### config.mk
export PLATFORM = sky130hd
export DESIGN_NAME = leveled_reliable_resend_scheduler_top
export DESIGN_NICKNAME = d
export VERILOG_FILES = /design/src/hdl/lrrs_pkg.sv /design/src/hdl/lrrs_ctrl.sv /design/src/hdl/lrrs_datapath.sv /design/src/hdl/leveled_reliable_resend_scheduler_top.sv
export SDC_FILE = /design/constraint.sdc
export NUM_CORES = 2
export LEC_CHECK = 0
export BUFFER_PORTS_ARGS = -buffer_cell sky130_fd_sc_hd__buf_2
export CAP_MARGIN = 15
export CORE_MARGIN = 5
export CORE_UTILIZATION = 65
export DETAILED_ROUTE_END_ITERATION = 12
export PLACE_DENSITY_LB_ADDON = 0.08
export SKIP_LAST_GASP = 1
export SLEW_MARGIN = 10
export SYNTH_ARGS = -nofsm -noshare
export SYNTH_HDL_FRONTEND = slang
export SYNTH_SLANG_ARGS = --single-unit
### constraint.sdc
create_clock -name clock -period 16.8 [get_ports clock]
set_clock_uncertainty 0.05 [all_clocks]
set_input_delay 0.84 -clock clock [delete_from_list [all_inputs] [get_ports clock]]
set_output_delay 0.84 -clock clock [all_outputs]
set_load 0.03 [all_outputs]
### src/hdl/lrrs_pkg.sv
package lrrs_pkg;

   // Operating modes carried in req_tuser.
   localparam logic [1:0] MODE_ENQUEUE = 2'd0;
   localparam logic [1:0] MODE_SEND    = 2'd1;
   localparam logic [1:0] MODE_ACK     = 2'd2;
   localparam logic [1:0] MODE_UNUSED  = 2'd3;

   // Result kinds carried in rsp_tuser.
   localparam logic [2:0] KIND_ACCEPTED = 3'd0;
   localparam logic [2:0] KIND_DROPPED  = 3'd1;
   localparam logic [2:0] KIND_SENT     = 3'd2;
   localparam logic [2:0] KIND_END      = 3'd3;
   localparam logic [2:0] KIND_ACKED    = 3'd4;
   localparam logic [2:0] KIND_ACK_DONE = 3'd5;

   // Configuration register indexes.
   localparam logic [1:0] REG_LIMIT0 = 2'd0;
   localparam logic [1:0] REG_LIMIT1 = 2'd1;
   localparam logic [1:0] REG_LIMIT2 = 2'd2;

   localparam int NUM_LEVELS   = 3;
   localparam int NUM_CHANNELS = 7;
   localparam logic [1:0] LAST_STAGE = 2'd2;

   typedef enum logic [3:0] {
      ST_IDLE,
      ST_DECODE,
      ST_ENQ,
      ST_SEND_CH,
      ST_REFILL_TEST,
      ST_REFILL_CHK,
      ST_EMIT_RD,
      ST_EMIT_OUT,
      ST_END_OUT,
      ST_ACK_CH,
      ST_ACK_RD,
      ST_ACK_OUT,
      ST_ACK_DONE
   } state_type;

   typedef enum logic [2:0] {
      SRC_ENQ,
      SRC_SENT,
      SRC_END,
      SRC_ACKED,
      SRC_DONE
   } src_type;

   typedef struct packed {
      logic    latch;
      logic    stage_inc;
      logic    rec_first;
      logic    fifo_rd;
      logic    take;
      logic    idx_clr;
      logic    inf_rd;
      logic    emit;
      src_type src;
      logic    last;
      logic    clear_ch;
   } cmd_type;

   typedef struct packed {
      logic       busy;
      logic [1:0] mode;
      logic       ch_empty;
      logic       ch_full;
      logic       fifo_avail;
      logic       fit_ok;
      logic       idx_done;
      logic       ack_hit;
      logic       last_stage;
   } status_type;

endpackage

### src/hdl/lrrs_ctrl.sv
module lrrs_ctrl
   import lrrs_pkg::*;
(
   input  logic       clock,
   input  logic       reset,
   input  logic       req_tvalid,
   output logic       req_tready,
   input  status_type status,
   output cmd_type    cmd
);

   state_type state_ff;
   state_type state_in;

   always_ff @(posedge clock) begin
      if (reset) begin
         state_ff <= ST_IDLE;
      end else begin
         state_ff <= state_in;
      end
   end

   always_comb begin
      state_in = state_ff;
      unique case (state_ff)
         ST_IDLE: begin
            if (req_tvalid) state_in = ST_DECODE;
         end
         ST_DECODE: begin
            unique case (status.mode)
               MODE_ENQUEUE: state_in = ST_ENQ;
               MODE_SEND:    state_in = ST_SEND_CH;
               MODE_ACK:     state_in = ST_ACK_CH;
               default:      state_in = ST_IDLE;
            endcase
         end
         ST_ENQ: begin
            if (!status.busy) state_in = ST_IDLE;
         end
         ST_SEND_CH: begin
            state_in = status.ch_empty ? ST_REFILL_TEST : ST_EMIT_RD;
         end
         ST_REFILL_TEST: begin
            state_in = (status.fifo_avail && !status.ch_full) ? ST_REFILL_CHK : ST_EMIT_RD;
         end
         ST_REFILL_CHK: begin
            state_in = status.fit_ok ? ST_REFILL_TEST : ST_EMIT_RD;
         end
         ST_EMIT_RD: begin
            state_in = status.idx_done ? ST_END_OUT : ST_EMIT_OUT;
         end
         ST_EMIT_OUT: begin
            if (!status.busy) state_in = ST_EMIT_RD;
         end
         ST_END_OUT: begin
            if (!status.busy) state_in = status.last_stage ? ST_IDLE : ST_SEND_CH;
         end
         ST_ACK_CH: begin
            state_in = status.ack_hit ? ST_ACK_RD : ST_ACK_DONE;
         end
         ST_ACK_RD: begin
            state_in = status.idx_done ? ST_ACK_DONE : ST_ACK_OUT;
         end
         ST_ACK_OUT: begin
            if (!status.busy) state_in = ST_ACK_RD;
         end
         ST_ACK_DONE: begin
            if (!status.busy) state_in = status.last_stage ? ST_IDLE : ST_ACK_CH;
         end
         default: state_in = ST_IDLE;
      endcase
   end

   always_comb begin
      cmd        = '0;
      cmd.src    = SRC_ENQ;
      req_tready = 1'b0;
      unique case (state_ff)
         ST_IDLE: begin
            req_tready = 1'b1;
            cmd.latch  = req_tvalid;
         end
         ST_DECODE: begin
         end
         ST_ENQ: begin
            cmd.emit = !status.busy;
            cmd.src  = SRC_ENQ;
            cmd.last = 1'b1;
         end
         ST_SEND_CH: begin
            cmd.idx_clr   = 1'b1;
            cmd.rec_first = status.ch_empty;
         end
         ST_REFILL_TEST: begin
            cmd.fifo_rd = status.fifo_avail && !status.ch_full;
         end
         ST_REFILL_CHK: begin
            cmd.take = status.fit_ok;
         end
         ST_EMIT_RD, ST_ACK_RD: begin
            cmd.inf_rd = !status.idx_done;
         end
         ST_EMIT_OUT: begin
            cmd.emit = !status.busy;
            cmd.src  = SRC_SENT;
         end
         ST_END_OUT: begin
            cmd.emit      = !status.busy;
            cmd.src       = SRC_END;
            cmd.last      = status.last_stage;
            cmd.stage_inc = !status.busy && !status.last_stage;
         end
         ST_ACK_CH: begin
            cmd.idx_clr = 1'b1;
         end
         ST_ACK_OUT: begin
            cmd.emit = !status.busy;
            cmd.src  = SRC_ACKED;
         end
         ST_ACK_DONE: begin
            cmd.emit      = !status.busy;
            cmd.src       = SRC_DONE;
            cmd.last      = status.last_stage;
            cmd.clear_ch  = !status.busy && status.ack_hit;
            cmd.stage_inc = !status.busy && !status.last_stage;
         end
         default: begin
         end
      endcase
   end

endmodule

### src/hdl/lrrs_datapath.sv
module lrrs_datapath
   import lrrs_pkg::*;
#(
   parameter int LEVEL_FIFO_DEPTH = 16,
   parameter int INFLIGHT_DEPTH   = 8
)
(
   input  logic        clock,
   input  logic        reset,
   input  logic [55:0] req_tdata,
   input  logic [1:0]  req_tuser,
   input  logic        csr_we,
   input  logic [1:0]  csr_addr,
   input  logic [11:0] csr_wdata,
   input  cmd_type     cmd,
   output status_type  status,
   output logic        rsp_tvalid,
   input  logic        rsp_tready,
   output logic [39:0] rsp_tdata,
   output logic [2:0]  rsp_tuser,
   output logic        rsp_tlast
);

   localparam int FCW    = $clog2(LEVEL_FIFO_DEPTH + 1);
   localparam int FPW    = $clog2(LEVEL_FIFO_DEPTH);
   localparam int FAW    = $clog2(NUM_LEVELS * LEVEL_FIFO_DEPTH);
   localparam int ICW    = $clog2(INFLIGHT_DEPTH + 1);
   localparam int IAW    = $clog2(NUM_CHANNELS * INFLIGHT_DEPTH);
   localparam int FDEPTH = NUM_LEVELS * LEVEL_FIFO_DEPTH;
   localparam int IDEPTH = NUM_CHANNELS * INFLIGHT_DEPTH;

   logic [11:0]    limit_ff [NUM_LEVELS];
   logic [20:0]    fifo_mem [FDEPTH];
   logic [20:0]    fifo_rdata_ff;
   logic [FCW-1:0] fcount_ff [NUM_LEVELS];
   logic [FPW-1:0] fhead_ff  [NUM_LEVELS];
   logic [19:0]    inf_mem [IDEPTH];
   logic [19:0]    inf_rdata_ff;
   logic [ICW-1:0] icount_ff [NUM_CHANNELS];
   logic [12:0]    itotal_ff [NUM_CHANNELS];
   logic [31:0]    first_ff  [NUM_CHANNELS];

   logic [1:0]     mode_ff;
   logic [1:0]     level_ff;
   logic [7:0]     tag_ff;
   logic [11:0]    bits_ff;
   logic           allow_ff;
   logic [31:0]    packet_ff;
   logic [1:0]     stage_ff;
   logic [ICW-1:0] idx_ff;
   logic [15:0]    ser_ff;

   logic           rsp_valid_ff;
   logic [39:0]    rsp_data_ff;
   logic [2:0]     rsp_kind_ff;
   logic           rsp_last_ff;

   logic [2:0]     chan;
   logic [1:0]     chan_sub;
   logic           enq_ok;
   logic [FPW:0]   push_sum;
   logic [FPW-1:0] push_pos;
   logic [FPW-1:0] head_next;
   logic [FAW-1:0] push_addr;
   logic [FAW-1:0] pop_addr;
   logic [IAW-1:0] take_addr;
   logic [IAW-1:0] read_addr;
   logic [13:0]    fit_sum;
   logic [2:0]     out_kind;
   logic [39:0]    out_data;

   // Channel visited at the current stage: level 0 has one channel, level 1 two, level 2 four.
   always_comb begin
      case (stage_ff)
         2'd0:    chan_sub = 2'd0;
         2'd1:    chan_sub = {1'b0, packet_ff[0]};
         default: chan_sub = packet_ff[1:0];
      endcase
      case (stage_ff)
         2'd0:    chan = 3'd0;
         2'd1:    chan = 3'd1 + {2'b0, packet_ff[0]};
         default: chan = 3'd3 + {1'b0, packet_ff[1:0]};
      endcase
   end

   assign enq_ok   = (level_ff != 2'd3) && (fcount_ff[level_ff] != FCW'(LEVEL_FIFO_DEPTH));
   assign push_sum = (FPW+1)'(fhead_ff[level_ff]) + (FPW+1)'(fcount_ff[level_ff]);
   assign push_pos = (push_sum >= (FPW+1)'(LEVEL_FIFO_DEPTH)) ?
                     FPW'(push_sum - (FPW+1)'(LEVEL_FIFO_DEPTH)) : FPW'(push_sum);
   assign head_next = (fhead_ff[stage_ff] == FPW'(LEVEL_FIFO_DEPTH - 1)) ?
                      '0 : fhead_ff[stage_ff] + FPW'(1);
   assign push_addr = FAW'(FAW'(level_ff) * FAW'(LEVEL_FIFO_DEPTH) + FAW'(push_pos));
   assign pop_addr  = FAW'(FAW'(stage_ff) * FAW'(LEVEL_FIFO_DEPTH) + FAW'(fhead_ff[stage_ff]));
   assign take_addr = IAW'(IAW'(chan) * IAW'(INFLIGHT_DEPTH) + IAW'(icount_ff[chan]));
   assign read_addr = IAW'(IAW'(chan) * IAW'(INFLIGHT_DEPTH) + IAW'(idx_ff));
   assign fit_sum   = {1'b0, itotal_ff[chan]} + {2'b0, fifo_rdata_ff[19:8]};

   assign status.busy       = rsp_valid_ff && !rsp_tready;
   assign status.mode       = mode_ff;
   assign status.ch_empty   = icount_ff[chan] == '0;
   assign status.ch_full    = icount_ff[chan] == ICW'(INFLIGHT_DEPTH);
   assign status.fifo_avail = fcount_ff[stage_ff] != '0;
   assign status.fit_ok     = (fit_sum < {2'b0, limit_ff[stage_ff]}) ||
                              (fifo_rdata_ff[20] && icount_ff[chan] == '0);
   assign status.idx_done   = idx_ff == icount_ff[chan];
   assign status.ack_hit    = packet_ff >= first_ff[chan];
   assign status.last_stage = stage_ff == LAST_STAGE;

   // Result fields: level, channel, tag, bits, channel bits from the lowest bit up.
   always_comb begin
      out_kind = KIND_DROPPED;
      out_data = '0;
      case (cmd.src)
         SRC_ENQ: begin
            out_kind = enq_ok ? KIND_ACCEPTED : KIND_DROPPED;
            out_data = {16'd0, bits_ff, tag_ff, 2'd0, level_ff};
         end
         SRC_SENT: begin
            out_kind = KIND_SENT;
            out_data = {16'd0, inf_rdata_ff[19:8], inf_rdata_ff[7:0], chan_sub, stage_ff};
         end
         SRC_END: begin
            out_kind = KIND_END;
            out_data = {ser_ff + 16'd1, 20'd0, chan_sub, stage_ff};
         end
         SRC_ACKED: begin
            out_kind = KIND_ACKED;
            out_data = {16'd0, inf_rdata_ff[19:8], inf_rdata_ff[7:0], chan_sub, stage_ff};
         end
         SRC_DONE: begin
            out_kind = KIND_ACK_DONE;
            out_data = {(status.ack_hit ? {3'd0, itotal_ff[chan]} : 16'd0),
                        20'd0, chan_sub, stage_ff};
         end
         default: begin
         end
      endcase
   end

   always_ff @(posedge clock) begin
      if (cmd.latch) begin
         mode_ff   <= req_tuser;
         level_ff  <= req_tdata[1:0];
         tag_ff    <= req_tdata[9:2];
         bits_ff   <= req_tdata[21:10];
         allow_ff  <= req_tdata[22];
         packet_ff <= req_tdata[54:23];
         stage_ff  <= '0;
      end else if (cmd.stage_inc) begin
         stage_ff <= stage_ff + 2'd1;
      end
      if (cmd.idx_clr) begin
         idx_ff <= '0;
         ser_ff <= '0;
      end else begin
         if (cmd.inf_rd) idx_ff <= idx_ff + ICW'(1);
         if (cmd.emit && cmd.src == SRC_SENT) begin
            ser_ff <= ser_ff + 16'd1 + {4'd0, inf_rdata_ff[19:8]};
         end
      end
      if (cmd.emit) begin
         rsp_data_ff <= out_data;
         rsp_kind_ff <= out_kind;
         rsp_last_ff <= cmd.last;
      end
   end

   // Level FIFO storage.
   always_ff @(posedge clock) begin
      if (cmd.emit && cmd.src == SRC_ENQ && enq_ok) begin
         fifo_mem[push_addr] <= {allow_ff, bits_ff, tag_ff};
      end
      if (cmd.fifo_rd) fifo_rdata_ff <= fifo_mem[pop_addr];
   end

   // In-flight storage.
   always_ff @(posedge clock) begin
      if (cmd.take) inf_mem[take_addr] <= fifo_rdata_ff[19:0];
      if (cmd.inf_rd) inf_rdata_ff <= inf_mem[read_addr];
   end

   always_ff @(posedge clock) begin
      if (reset) begin
         limit_ff[0]  <= 12'd160;
         limit_ff[1]  <= 12'd1600;
         limit_ff[2]  <= 12'd1600;
         rsp_valid_ff <= 1'b0;
         for (int i = 0; i < NUM_LEVELS; i++) begin
            fcount_ff[i] <= '0;
            fhead_ff[i]  <= '0;
         end
         for (int i = 0; i < NUM_CHANNELS; i++) begin
            icount_ff[i] <= '0;
            itotal_ff[i] <= '0;
            first_ff[i]  <= '0;
         end
      end else begin
         if (csr_we) begin
            unique case (csr_addr)
               REG_LIMIT0: limit_ff[0] <= csr_wdata;
               REG_LIMIT1: limit_ff[1] <= csr_wdata;
               REG_LIMIT2: limit_ff[2] <= csr_wdata;
               default: begin
               end
            endcase
         end
         if (cmd.emit) begin
            rsp_valid_ff <= 1'b1;
         end else if (rsp_tready) begin
            rsp_valid_ff <= 1'b0;
         end
         if (cmd.emit && cmd.src == SRC_ENQ && enq_ok) begin
            fcount_ff[level_ff] <= fcount_ff[level_ff] + FCW'(1);
         end
         if (cmd.rec_first) first_ff[chan] <= packet_ff;
         if (cmd.take) begin
            icount_ff[chan]     <= icount_ff[chan] + ICW'(1);
            itotal_ff[chan]     <= fit_sum[12:0];
            fhead_ff[stage_ff]  <= head_next;
            fcount_ff[stage_ff] <= fcount_ff[stage_ff] - FCW'(1);
         end
         if (cmd.clear_ch) begin
            icount_ff[chan] <= '0;
            itotal_ff[chan] <= '0;
         end
      end
   end

   assign rsp_tvalid = rsp_valid_ff;
   assign rsp_tdata  = rsp_data_ff;
   assign rsp_tuser  = rsp_kind_ff;
   assign rsp_tlast  = rsp_last_ff;

`ifndef SYNTHESIS
   generate
      for (genvar g = 0; g < NUM_CHANNELS; g++) begin : g_chk_ch
         a_inflight_bound: assert property (@(posedge clock) disable iff (reset)
            icount_ff[g] <= ICW'(INFLIGHT_DEPTH))
            else $error("in-flight count above depth");
      end
      for (genvar g = 0; g < NUM_LEVELS; g++) begin : g_chk_lv
         a_fifo_bound: assert property (@(posedge clock) disable iff (reset)
            fcount_ff[g] <= FCW'(LEVEL_FIFO_DEPTH))
            else $error("level FIFO count above depth");
      end
   endgenerate
   a_take_legal: assert property (@(posedge clock) disable iff (reset)
      cmd.take |-> (fcount_ff[stage_ff] != '0 && !status.ch_full))
      else $error("refill from empty FIFO or into full channel");
   a_no_overwrite: assert property (@(posedge clock) disable iff (reset)
      cmd.emit |-> !(rsp_valid_ff && !rsp_tready))
      else $error("result overwritten while stalled");
`endif

endmodule

### src/hdl/leveled_reliable_resend_scheduler_top.sv
// Leveled reliable resend scheduler.
// The req_ channel carries one transaction per command: req_tuser selects enqueue, send
// or acknowledge, and req_tdata carries level, tag, size, allow flag and packet number.
// The rsp_ channel returns the results of each command in order; rsp_tuser gives the
// result kind and rsp_tlast marks the final result of the command.
// The csr_ port writes the three per-level bit budgets; write only while the block idles.
// Commands are handled one at a time. A send visits three channels, one per level; an
// empty channel first refills from its level FIFO, and a result is then emitted for
// every stored action, each of which passes through a memory with a registered read port
// (at most eight actions per channel with the default depth). An acknowledge emits one
// result per released action plus one per channel, and clears a channel it releases.
// req_tready is high only while the controller waits for a command.
// A single output register holds the pending result; when the receiver stalls, the
// controller waits and resumes as soon as that result is taken, so nothing is lost.
// Reset restores the default budgets and empties all FIFOs and channels.
module leveled_reliable_resend_scheduler_top
   import lrrs_pkg::*;
#(
   parameter int LEVEL_FIFO_DEPTH = 16,
   parameter int INFLIGHT_DEPTH   = 8
)
(
   input  logic        clock,
   input  logic        reset,
   input  logic        req_tvalid,
   output logic        req_tready,
   input  logic [55:0] req_tdata,   // level, action_tag, action_bits, allow_exceed, packet_number
   input  logic [1:0]  req_tuser,   // mode
   output logic        rsp_tvalid,
   input  logic        rsp_tready,
   output logic [39:0] rsp_tdata,   // out_level, out_channel, out_tag, out_bits, channel_bits
   output logic [2:0]  rsp_tuser,   // kind
   output logic        rsp_tlast,
   input  logic        csr_we,
   input  logic [1:0]  csr_addr,
   input  logic [11:0] csr_wdata
);

   cmd_type    cmd;
   status_type status;

   // The controller sequences channel visits; the datapath owns all storage.
   lrrs_ctrl u_ctrl (
      .clock      (clock),
      .reset      (reset),
      .req_tvalid (req_tvalid),
      .req_tready (req_tready),
      .status     (status),
      .cmd        (cmd)
   );

   lrrs_datapath #(
      .LEVEL_FIFO_DEPTH (LEVEL_FIFO_DEPTH),
      .INFLIGHT_DEPTH   (INFLIGHT_DEPTH)
   ) u_datapath (
      .clock      (clock),
      .reset      (reset),
      .req_tdata  (req_tdata),
      .req_tuser  (req_tuser),
      .csr_we     (csr_we),
      .csr_addr   (csr_addr),
      .csr_wdata  (csr_wdata),
      .cmd        (cmd),
      .status     (status),
      .rsp_tvalid (rsp_tvalid),
      .rsp_tready (rsp_tready),
      .rsp_tdata  (rsp_tdata),
      .rsp_tuser  (rsp_tuser),
      .rsp_tlast  (rsp_tlast)
   );

endmodule
* Word-level counts from Yosys, hierarchy flattened
Memory sizes are Yosys's and may differ from the RTL's. A register that Yosys moved wholly into a read port is not among the register bits.
Cells that the tools add are included.
** Storage, ports and cells
- Register bits after elaboration :: 128
- RAM bits :: 2534
- Input bits :: 77
- Output and inout port bits :: 46
- Logic and storage cells :: 210
- Memories :: 8
** Operators by class
- Add/subtract/negate cells :: 17
- $lt $le $gt $ge :: 3
- Equal/unequal tests :: 33
- Mux-type cells :: 96
- Bitwise logic cells :: 5
- Reductions and logical operators :: 34
** Memories
- u_datapath.inf_mem :: words 56, width 20, read ports 1, clocked after memory_dff 1, write ports 1, RTL line lrrs_datapath.sv:37 : logic [19:0] inf_mem [IDEPTH];
- u_datapath.fifo_mem :: words 48, width 21, read ports 1, clocked after memory_dff 1, write ports 1, RTL line lrrs_datapath.sv:33 : logic [20:0] fifo_mem [FDEPTH];
- u_datapath.first_ff :: words 7, width 32, read ports 1, clocked after memory_dff 0, write ports 7, RTL line lrrs_datapath.sv:41 : logic [31:0] first_ff [NUM_CHANNELS];
- u_datapath.itotal_ff :: words 7, width 13, read ports 1, clocked after memory_dff 0, write ports 7, RTL line lrrs_datapath.sv:40 : logic [12:0] itotal_ff [NUM_CHANNELS];
- u_datapath.limit_ff :: words 3, width 12, read ports 1, clocked after memory_dff 1, write ports 3, RTL line lrrs_datapath.sv:32 : logic [11:0] limit_ff [NUM_LEVELS];
- u_datapath.icount_ff :: words 7, width 4, read ports 1, clocked after memory_dff 0, write ports 7, RTL line lrrs_datapath.sv:39 : logic [ICW-1:0] icount_ff [NUM_CHANNELS];
- 2 more memories
** Operators with widths (number)
- $pmux W40 S4 :: 1
- $mux W4 :: 13
- $pmux W4 S13 :: 1
- $mux W1 :: 46
- $mux W13 :: 3
- $mux W12 :: 3
- $ge A32 B32 Y1 :: 1
- $mux W32 :: 1
- $reduce_or A32 Y1 :: 1
- $mux W2 :: 15
- $eq A4 B4 Y1 const B :: 7
- $add A6 B4 Y6 :: 4
- $pmux W4 S5 :: 1
- $add A16 B1 Y16 const B :: 1
- $add A16 B12 Y16 :: 1
- $eq A4 B3 Y1 const B :: 4
- $mux W3 :: 5
- $pmux W3 S5 :: 1
- $add A13 B12 Y14 :: 1
- $lt A14 B12 Y1 :: 1
- $ne A2 B2 Y1 const B :: 7
- $reduce_or A13 Y1 :: 1
- $add A4 B1 Y4 const B :: 3
- $pmux W4 S3 :: 1
- other kinds (34) :: 65

* Logic depth before layout (Yosys ltp)
- Word-level depth :: 13
- Mapped depth :: 31
- Mapped depth without buffers :: 25

* Modules after synthesis
A second synthesis with hierarchy kept.
** Second synthesis, totals
- Cells, all modules :: 6279
- Area total of the unflattened synthesis :: 112072.5 µm²
** By module, submodules not included
- lrrs_datapath :: times used 1, cells an instance 6177, area each 111360.6 µm², sequential area each 82148.8 µm²
- lrrs_ctrl :: times used 1, cells an instance 102, area each 711.9 µm², sequential area each 80.1 µm²

* Worst setup path after synthesis
OpenSTA, ideal clock, no wires.
- Path kind :: register to register
- From :: register u_datapath.stage_ff[0]
- To :: memory u_datapath.icount_ff[0][0] in the netlist's numbering, enable pin
- Setup time :: 0.415 ns
- Arrival :: 7.501 ns
- Required time :: 16.335 ns
- Path slack :: 8.834 ns
- Stages on the path, launching flop included :: 29
- Buffers on the path :: 7
- Clock period less this slack :: 7.966 ns
- Path through :: dfxtp_1 > clkbuf_1 > inv_1 > clkbuf_1 > ha_1 > buf_2 > buf_1 > a21oi_1 > clkbuf_1 > clkbuf_1 > mux4_2 > mux2i_1 > inv_1 > ha_1 > a211oi_1 > o21ai_0 > a21oi_1 > o21bai_1 > or4_1 > nand4_1 > ha_1 > o211ai_1 > a21oi_1 > nor4_2 > or4b_1 > a31oi_1 > buf_2 > nor2_1 > o21ai_0
** RTL lines
- start, declared :: RTL line lrrs_datapath.sv:49 : logic [1:0] stage_ff;
- start signal, assigned :: RTL line lrrs_datapath.sv:150 : stage_ff <= stage_ff + 2'd1;
- end, declared :: RTL line lrrs_datapath.sv:39

* Final worst setup path
- From :: register u_datapath.stage_ff[0]
- To :: memory u_datapath.inf_mem[28][16], enable pin
** On the way
- Word-level cells in the longest chain between the ends :: 9
- Elaborated cells between the ends (all ways) :: 14
- Those cells by class :: add/sub: 2; order compare: 1; eq/ne: 1; mux: 4; reduce/logical: 4; memory: 2
** Ends and longest elaborated chain
- $eq A2 B1 Y1 or $logic_not A2 Y1 (tied branches) :: RTL line lrrs_datapath.sv:79 : case (stage_ff)
- $pmux W3 S2 * :: RTL line lrrs_datapath.sv:79
- $mem_v2 Z7 W13 or $mem_v2 Z7 W4 (tied branches)
- $add A13 B12 Y14 or $logic_not A4 Y1 (tied branches) :: RTL line lrrs_datapath.sv:96, lrrs_datapath.sv:104
- $lt A14 B12 Y1 or $logic_and A1 B1 Y1 (tied branches) :: RTL line lrrs_datapath.sv:103, lrrs_datapath.sv:104
- $logic_or A1 B1 Y1 :: RTL line lrrs_datapath.sv:103 : assign status.fit_ok = (fit_sum < {2'b0, limit_ff[stage_ff]}) ||
- $mux W1 :: RTL line lrrs_ctrl.sv:78 : unique case (state_ff)
- $mux W1 :: RTL line lrrs_datapath.sv:178 : if (cmd.take) inf_mem[take_addr] <= fifo_rdata_ff[19:0];
- $mux W1 (implied by the code) :: RTL line lrrs_datapath.sv:178
- end, declared :: RTL line lrrs_datapath.sv:37
Every way passes the cells marked *; elsewhere a longest branch is shown, timed or not.

==> summary.md <==
| Metric | Value |
|---|---|
| Synthesis-to-layout area growth | 11.8% |
| CTS tree | yes |
| Class of the worst hold path | in2reg |
| Worst path buffer plus inverter count | 6 |
| PwrDens | 140 nW/um2 |
| DP Wirelength | 155000 um |
| Post-CTS resize count | 0 |
| Element type at the critical path start | register |
| Fill count | 9817 |
| Synth async-reset ratio | 0% |
| Post-synthesis sequential area ratio | 74.2% |
| Critical Path RT | 17.26 ns |
| H-tree depth | 5 |
| Max-slew violation count | 0 |
| CP max FO | 44 |
| Slew @ Worst Pin | 1.20 ns |
| Layout cell share with drive strength beyond 1 | 24.7% |
| Setup Viol. Count Final | 0 |
| Crit path largest cell delay | 1.08 ns |
| Number of CTS-inserted buffers | 290 |
| Final setup TNS | 0 ns |
| CP endpoint kind | register |
| Critical Path Slowest Stage Cell | nor2_2 |
| Final nets | 6271 |
| Max_slew headroom | 20.2% |
| Largest family of logic cells by synthesized area | multiplexers |
| Clock Path Buffers | 4 |
| Post-DRT Antenna Nets | 0 |
| #FFs+latches synth | 2765 |
| Cells after synthesis | 5785 |
| Internal Power | 12.6 mW |
| Yosys cell types | 82 |
| Crit path kind | reg2reg |
| Synth warn | 0 |
| Min Tclk post-route | 10.92 ns |
| Initial antenna violation count | 10 |
| Syn Area/Cell | 19.2 um2 |
| Combinational group share of total power | 19.9% |
| # Max-Cap Violations | 0 |
| Top Family by Delay on Critical Path | buffers and inverters |
| GRT Overall Usage | 31.2% |
| Vias per inst | 6.81 |
| Die Area | 179000 um2 |
| EDFF count, synth | 2685 |
| DR DRC count | 0 |
| Core area | 169000 um2 |
| First-pass GRT wire length | 401000 um |
| Synth Area in Adders | 1.07% |
| Status | finished clean |
| Initial DRT Pass Iterations | 6 |
| 1st-iter DRT viols | 8075 |
| Drt wl/cell | 32.4 um |
| Final Cycle Share | 65.0% |
| Fmax | 91.6 MHz |
| Most Frequent Cell on Critical Path | buf_4 |
| # rows | 151 |
| Clock Tree Root | clkbuf_16 |
| Cell area after synthesis | 111000 um2 |
| Total setup buffers inserted after CTS | 0 |
| Total global routing overflow | 0 |
| Clk slew on worst S/H paths | 0.06 ns |
| Vias in the first global route | 58000 |
| Final Hold Viols | 0 |
| VDD IR max | 0.000167 V |
| Via Count | 58100 |
| Die Y | 423 um |
| Total Power | 17.4 mW |
| Initial core utilization | 65.4% |
| Synth Area in Compound Gates | 3.28% |
| WL final | 276000 um |
| Num ports | 123 |
| Buffers on Ports | 121 |
| Worst endpoint data arrival time | 11.38 ns |
| Post-synthesis mux area share | 15.5% |
| Sw Share | 27.3% |
| Clock sink count | 2765 |
| Main synth FF type | edfxtp_1 |
| Gp weighted congestion | 0.906 |
| Leakage | 40.6 nW |
| Switch Pwr | 4.75 mW |
| RSZ-0062 raised after global routing | false |
| Pin count of the biggest net entering global routing | 156 |
| Post-synthesis simple-gate area fraction | 4.06% |
| Die width | 423 um |
| Power share of the clock group | 34.3% |
| Later-pin clock latency in the skew report | 0.93 ns |
| Synth Area in XOR/XNOR | 0.466% |
| # hold bufs at CTS | 12 |
| Seq pwr share | 45.8% |
==> worst register-to-register path, cell delays in order (launching register included) <==
cell and delay (ns):
dfxtp_1 1.06, inv_1 0.77, ha_1 0.45, buf_4 0.21, a21oi_4 0.20, buf_4 0.50
buf_4 0.79, mux4_2 0.62, mux2i_1 0.41, inv_1 0.09, ha_1 0.31, a211oi_1 0.09
o21ai_0 0.35, a21oi_1 0.12, o21bai_1 0.29, xor2_1 0.30, ha_1 0.31, a211o_1 0.30
o211ai_1 0.09, a21oi_1 0.10, nor4_2 0.36, or4b_1 0.55, a31oi_1 0.24, buf_4 0.33
nand4_1 0.53, nor2_2 1.08
==> sequential cells by signal, indices dropped and copies added (netlist names), 12 cells and up, named ones only <==
signal	cells
u_datapath.inf_mem	1120
u_datapath.fifo_mem	1008
u_datapath.first_ff	256
u_datapath.itotal_ff	104
u_datapath.rsp_tdata	40
u_datapath.limit_ff	36
u_datapath.icount_ff	32
u_datapath.packet_ff	32
u_datapath.fifo_rdata_ff	21
u_datapath.fcount_ff	20
u_datapath.inf_rdata_ff	20
u_datapath.fhead_ff	16
u_datapath.ser_ff	16
u_datapath.bits_ff	12
==> cells in the mapped netlist (all sizes together) (6+ instances only) <==
library cell  instances  area (um2)
nand3                33         165
ha                   90        1130
clkbuf              193         724
a21oi               199         996
and3                 19         119
nand3b               10        75.1
mux2i               190        1900
or3                  11        68.8
a22oi                34         255
nand2               282        1060
o21a                  8        60.1
a31oi                33         206
buf                 119         526
a21o                 11        82.6
nor2                381        1430
nand4                15        93.8
and2                139         870
a211oi               28         210
nor4                  7        50.1
a221oi               35         313
nor2b                27         169
o221ai               10        87.6
mux2                 67         754
mux4                646       14500
xnor2                39         342
dfxtp                80        1600
nand2b               13        81.3
o21ai               127         636
o22ai                12        75.1
o31ai                 8        60.1
a41o                  6        60.1
o211ai               13        97.6
xor2                 20         175
nor3                 19         100
a32o                 10         100
inv                  94         353
a2111oi               6        52.6
edfxtp             2685       80600
==> final timing paths <==
kind / from / endpoint / cells after the start / slack (ns)
setup reg to reg: u_datapath.stage_ff[0] / u_datapath.inf_mem[28][16] / 25 / 5.88
hold reg to reg: u_datapath.itotal_ff[6][12] / u_datapath.itotal_ff[6][12] / 2 / 0.41
setup / recovery: u_datapath.stage_ff[0] / u_datapath.inf_mem[28][16] / 25 / 5.88
hold / removal: req_tdata[45] / u_datapath.packet_ff[22] / 1 / 0.05
==> logic make-up after synthesis <==
logic type / count (synthesis)
multiplexers: 903
XOR/XNOR: 59
flip-flops: 2765
AO/OA/AOI/OAI: 575
AND/OR/NAND/NOR: 982
buffers and inverters: 407
adder cells (fa/ha/maj): 93
other: 1
==> cells in the final DEF, fill, tap and decap left out, types with 38 or more instances in the layout <==
master     netlist  layout
a21oi_1        199     197
and2_1         139     137
buf_2           39     121
buf_4            4     190
clkbuf_1       193      68
clkbuf_16        0     301
clkinv_1         1      55
clkinv_2         0      53
dfxtp_1         80      77
edfxtp_1      2685    2685
ha_1            90      89
inv_1           93      91
mux2_2          67      67
mux2i_1        190     190
mux4_2         646     642
nand2_1        282     282
nor2_1         381     273
nor2_2           0     103
o21ai_0        127     116
xnor2_1         39      38
==> final cells by class <==
cell class,count,area [um2],share of cell area [%]
clock buffers,374,7860,6.34
multi-input cells,2614,27500,22.2
flip-flops and latches,2765,82200,66.3
diodes,3,7.51,0.00606
inverters,95,358,0.289
repair buffers,335,2360,1.90
well taps,2218,2780,2.24
clock inverters,122,855,0.689
==> through the flow <==
step / std cells / instance area [um2] / worst slack [ns] / hold WS (ns) / utilization, %
4_1_cts: 8514 / 124000 / 6.02 / 0.00198 / 73.1
3_5_place_dp: 8006 / 115000 / 6.06 / 0.406 / 67.8
2_1_floorplan: 5786 / 111000 / 8.83 / 0.384 / -
5_1_grt: 8524 / 124000 / 5.41 / 0.0265 / 73.1
3_3_place_gp: 8005 / 115000 / 6.32 / 0.393 / 67.8
6_report: 8526 / 124000 / 5.88 / 0.0478 / 73.1
==> routing by layer <==
metal  global-route usage (%)  up-vias  share of wire [%]
met2                     50.0     3332                 49
li1                         -    24000                  -
met5                        0        -                  0
met1                     43.8    30100                 37
met3                     5.46      595                9.2
met4                     12.5        0                4.4
==> power groups by stage <==
stage | combinational, mW | sequential, mW | clock, mW
6_report | 3.47 | 7.96 | 5.97
3_5_place_dp | 3.43 | 8.10 | 0
5_1_grt | 3.67 | 7.97 | 6.35
3_3_place_gp | 3.38 | 8.10 | 0
4_1_cts | 3.46 | 7.96 | 6.03
2_1_floorplan | 2.22 | 8.14 | 0
Power figures use the tool's default switching activity.
